<file path="config.mk">
export PLATFORM = sky130hd
export DESIGN_NAME = q2e_isqrt
export DESIGN_NICKNAME = d
export VERILOG_FILES = /design/src/design/q2e_pkg.sv /design/src/design/q2e_isqrt.sv
export SDC_FILE = /design/constraint.sdc
export NUM_CORES = 2
export LEC_CHECK = 0
export ABC_CLOCK_PERIOD_IN_PS = 3400
export BUFFER_PORTS_ARGS = -buffer_cell sky130_fd_sc_hd__buf_2
export CORE_UTILIZATION = 50
export DETAILED_ROUTE_END_ITERATION = 16
export MAX_ROUTING_LAYER = met4
export PLACE_DENSITY = 0.67
export SYNTH_ARGS = -nofsm -noshare
export SYNTH_HDL_FRONTEND = slang
export SYNTH_SLANG_ARGS = --single-unit
</file>
<file path="constraint.sdc">
create_clock -name clk -period 3.4 [get_ports clk]
set_clock_uncertainty 0.1 [all_clocks]
set_input_delay 0.34 -clock clk [delete_from_list [all_inputs] [get_ports clk]]
set_output_delay 0.34 -clock clk [all_outputs]
set_load 0.05 [all_outputs]
</file>
<file path="src/design/q2e_pkg.sv">
// ----------------------------------------------------------------------------
// q2e_pkg
// shared constants and types for the quaternion to euler angle pipeline
// ----------------------------------------------------------------------------
package q2e_pkg;

  localparam int QUAT_FRAC_BITS  = 30;
  localparam int ANGLE_FRAC_BITS = 7;
  localparam int ZFRAC           = 16;
  localparam int CORDIC_STEPS    = 20;
  localparam int NORM_STEPS      = 6;
  localparam int SQRT_STEPS      = 31;
  localparam int ATAN_LAT        = CORDIC_STEPS + NORM_STEPS + 2;
  localparam int ROUND_SH        = ZFRAC - ANGLE_FRAC_BITS;
  localparam int ANG_W           = 25;

  typedef logic signed [ANG_W-1:0] ang_t;
  typedef logic [61:0]             rad_t;
  typedef logic [30:0]             root_t;
  typedef logic signed [63:0]      wide_t;

  localparam ang_t HALF_TURN    = ang_t'(180 * (1 << ZFRAC));
  localparam ang_t QUARTER_TURN = ang_t'(90 * (1 << ZFRAC));

  localparam ang_t ATAN_TAB [CORDIC_STEPS] = '{
    ang_t'(2949120), ang_t'(1740967), ang_t'(919879), ang_t'(466945),
    ang_t'(234379),  ang_t'(117304),  ang_t'(58666),  ang_t'(29335),
    ang_t'(14668),   ang_t'(7334),    ang_t'(3667),   ang_t'(1833),
    ang_t'(917),     ang_t'(458),     ang_t'(229),    ang_t'(115),
    ang_t'(57),      ang_t'(29),      ang_t'(14),     ang_t'(7)
  };

endpackage

</file>
<file path="src/design/q2e_isqrt.sv">
// ----------------------------------------------------------------------------
// q2e_isqrt
// pipelined floor square root, one result bit per register stage
// ----------------------------------------------------------------------------
module q2e_isqrt (
  input  logic           clk,
  input  logic           rst_n,
  input  logic           ce,
  input  logic           in_valid,
  input  q2e_pkg::rad_t  radicand,
  output logic           out_valid,
  output q2e_pkg::root_t root
);

  localparam int N = q2e_pkg::SQRT_STEPS;

  logic        vld_r    [N];
  logic [61:0] val_r    [N];
  logic [31:0] rem_r    [N];
  logic [30:0] root_r   [N];
  logic        vld_src  [N];
  logic [61:0] val_nxt  [N];
  logic [31:0] rem_nxt  [N];
  logic [30:0] root_nxt [N];

  for (genvar k = 0; k < N; k++) begin : g_stage
    logic [61:0] v_src;
    logic [31:0] r_src;
    logic [30:0] q_src;
    logic [33:0] remx;
    logic [34:0] trial;
    if (k == 0) begin : g_first
      assign v_src      = radicand;
      assign r_src      = '0;
      assign q_src      = '0;
      assign vld_src[k] = in_valid;
    end else begin : g_next
      assign v_src      = val_r[k-1];
      assign r_src      = rem_r[k-1];
      assign q_src      = root_r[k-1];
      assign vld_src[k] = vld_r[k-1];
    end
    assign remx        = {r_src, v_src[61:60]};
    assign trial       = {1'b0, remx} - {2'b00, q_src, 2'b01};
    assign val_nxt[k]  = {v_src[59:0], 2'b00};
    assign rem_nxt[k]  = trial[34] ? remx[31:0] : trial[31:0];
    assign root_nxt[k] = {q_src[29:0], ~trial[34]};
  end

  always_ff @(posedge clk) begin
    for (int k = 0; k < N; k++) begin
      if (!rst_n) begin
        vld_r[k] <= 1'b0;
      end else if (ce) begin
        vld_r[k] <= vld_src[k];
      end
    end
  end

  always_ff @(posedge clk) begin
    if (ce) begin
      for (int k = 0; k < N; k++) begin
        val_r[k]  <= val_nxt[k];
        rem_r[k]  <= rem_nxt[k];
        root_r[k] <= root_nxt[k];
      end
    end
  end

  assign out_valid = vld_r[N-1];
  assign root      = root_r[N-1];

endmodule

</file>
==> flow_summary.toml <==
[sta]
hold_violations = 0
postLayoutSetupSlackWorst_ns = -0.174
max_freq_ghz = 0.280
slew_headroom = 0.492
rsz0062_at_grt = "true"
finalCritPeriodShare = 1.05
maxSlewViolCount = 0
setup-violations-final = 32
worst_pin_slew_ns = 0.762
fin_crit_ns = 3.57

[worst_setup_path]
startpoint = "rem_r[0][371]"
cp_max_fo = 25
worstPathRequired_ns = 3.92
cp-start-kind = "register"
worstSetupPathType = "reg -> reg"
reg2reg_depth = 9
r2r_start = "rem_r[0][371]"
worstPathArrival_ns = 4.10
r2r_slack_ns = -0.17
r2r_end = "rem_r[0][390]"
crit_path_end_kind = "register"
crit_end = "rem_r[0][390]"

[finish]
nets = 9657
fillers = 16861
drive_gt1_frac = 0.140
area_growth_pct = 16.9
fin_area_um2 = 127000

[pwr]
p_leak_nw = 49.4
power_density_nw_per_um2 = 669
vdd.ir_drop.worst_mv = 0.570

[outcome]
status = "finished with violations"
violations = "negative setup slack"

[clock_network]
insertion_delay_ns = 0.89
clk_pin_slew_ns = 0.07
clock_path_buffers = 3
cts.sinks = 2361
cts_tree = "built"
htree_levels = 4
root_buffer = "clkbuf_16"
numCtsBuffers = 241

[yosys]
ys_types = 86
seq_area_frac_synth = 0.653
ys_ff_latch = 2361
ys_warn_count = 0
synth_edf_count = 2360
async_reset_ff_frac = 0
synth_area_um2 = 109000
netlist_instances = 8316
syn_area_per_cell_um2 = 13.1
ys.flop_type = "edfxtp_1"
synth_nets = 8877

[die]
die_h_um = 468
coreArea_um2 = 215000
die_w_um = 468
rows = 170
dieArea_um2 = 219000
num_io_pins = 98
start_util = 0.504

[grt]
gr-total-overflow = 0
grt_max_degree = 135
grt_pass1_vias = 66040
antenna_found_initial = 3
grt_pass1_wl_mm = 353
track_usage = 0.209

[drt]
drt-wirelength-per-cell_um = 18.5
drc = 0
drtAntennaViolNets = 0
vias_per_cell = 5.47
drt_wl_total_mm = 225
drt_iter0_drc = 4576
drtPass1Iterations = 6
vias = 66528

[place]
gp_congestion = 0.934
hpwl_mm = 160
placed_cell_area_um2 = 116000
pre_cts_ws_ns = -0.213
io_buffers = 97

[flow_run]
maxCapViolCount = 0

[worst_hold_path]
hold_class = "in -> reg"
## Yosys cell counts (52+ instances only)
cell	instances	share of area
and3_1	83	0.0048
o21ai_0	459	0.021
xor2_1	378	0.031
nand2b_1	110	0.0063
nand3_1	108	0.0050
ha_1	495	0.057
nor2b_1	83	0.0048
o31ai_1	62	0.0043
nand2_1	562	0.019
or4_1	52	0.0036
edfxtp_1	2360	0.65
a21o_1	209	0.014
xnor2_1	351	0.028
o21a_1	106	0.0073
or3_1	87	0.0050
nor4_1	85	0.0049
clkbuf_1	151	0.0052
inv_1	667	0.023
nand4_1	53	0.0031
a21oi_1	517	0.024
mux2_2	73	0.0076
nor2_1	511	0.018
nor3_1	190	0.0088
## stage by stage
step	TNS, ns	hold slack [ns]	total power, mW	std cells	util
floorplan	-0.177	0.300	50.8	8316	-
global placement	-5.38	0.300	56.8	11564	0.540
detailed placement	-7.76	0.305	57.1	11564	0.540
CTS	-2.69	0.00102	85.3	12112	0.584
global route	-8.45	0.0198	89.0	12149	0.589
finish	-2.69	0.0598	84.9	12152	0.589
## cell families after synthesis
kind of cell             synth area share
flip-flops                          0.653
AND/OR/NAND/NOR                    0.0942
AO/OA/AOI/OAI                      0.0986
buffers and inverters              0.0291
XOR/XNOR                           0.0588
adder cells (fa/ha/maj)            0.0571
multiplexers                      0.00905
other                           0.0000345
## layer usage
layer,vias up,part of all wire,global-route usage,wire (um)
li1,32335,-,-,-
met1,32442,0.41,0.246,92700
met2,1320,0.52,0.367,116000
met3,431,0.035,0.0271,7890
met4,0,0.035,0.0737,7780
met5,-,0,-,0
## cells in the final DEF (no fill, tap or decap), types with 245 or more instances in the layout
cell type,instances
buf_4,464
nor2_1,504
xor2_1,378
inv_1,665
edfxtp_1,2360
ha_1,486
a21oi_1,497
xnor2_1,348
nand2_1,562
o21ai_0,433
clkbuf_16,245
## worst max-delay path: stages (launching register included)
cell and delay, ns:
edfxtp_1 0.38, or4_4 0.55, or3_4 0.35, or4_4 0.43, or3_4 0.35, or3_4 0.35
nor4_4 0.19, nand3_2 0.15, buf_12 0.20, mux2_2 0.28
## registers in the layout, summed over array words and instances (netlist names)
| register | cells |
|---|---|
| val_r | 930 |
| vld_r | 31 |
| rem_r | 904 |
| root_r | 496 |
## layout make-up
class | instances | area, um^2 | share of cell area
inverters | 667 | 2500 | 0.0197
multi-input cells | 5119 | 35500 | 0.280
diodes | 4 | 10.0 | 0.0000789
repair buffers | 706 | 5950 | 0.0469
flip-flops and latches | 2361 | 70900 | 0.559
well taps | 2838 | 3550 | 0.0280
clock inverters | 186 | 2300 | 0.0182
clock buffers | 271 | 6140 | 0.0484
## timing repair
item,in CTS,in global routing
endpoints found under the hold margin,141,0
hold buffers,83,0
resized for setup,66,165
setup endpoints to repair,153,470
setup buffers,6,31
cloned,2,5
pin swaps,10,43
## where the power goes
group          switching [mW]  internal [mW]  leakage [nW]
clock                    11.4           16.3          4.08
sequential               2.37           36.7          22.7
combinational            10.1           8.05          22.5
total                    23.9           61.1          49.4
## worst min path at each step
stage	startpoint	end	cells after the start
after global placement	val_r[0][64]	val_r[0][126]	0
after CTS	radicand[1]	val_r[0][1]	2
after floorplan	val_r[0][38]	val_r[0][100]	0
final	radicand[47]	val_r[0][47]	2
after detailed placement	val_r[0][56]	val_r[0][118]	0
after global routing	radicand[22]	val_r[0][22]	2
Note: power is estimated with default switching activity, not from simulation.
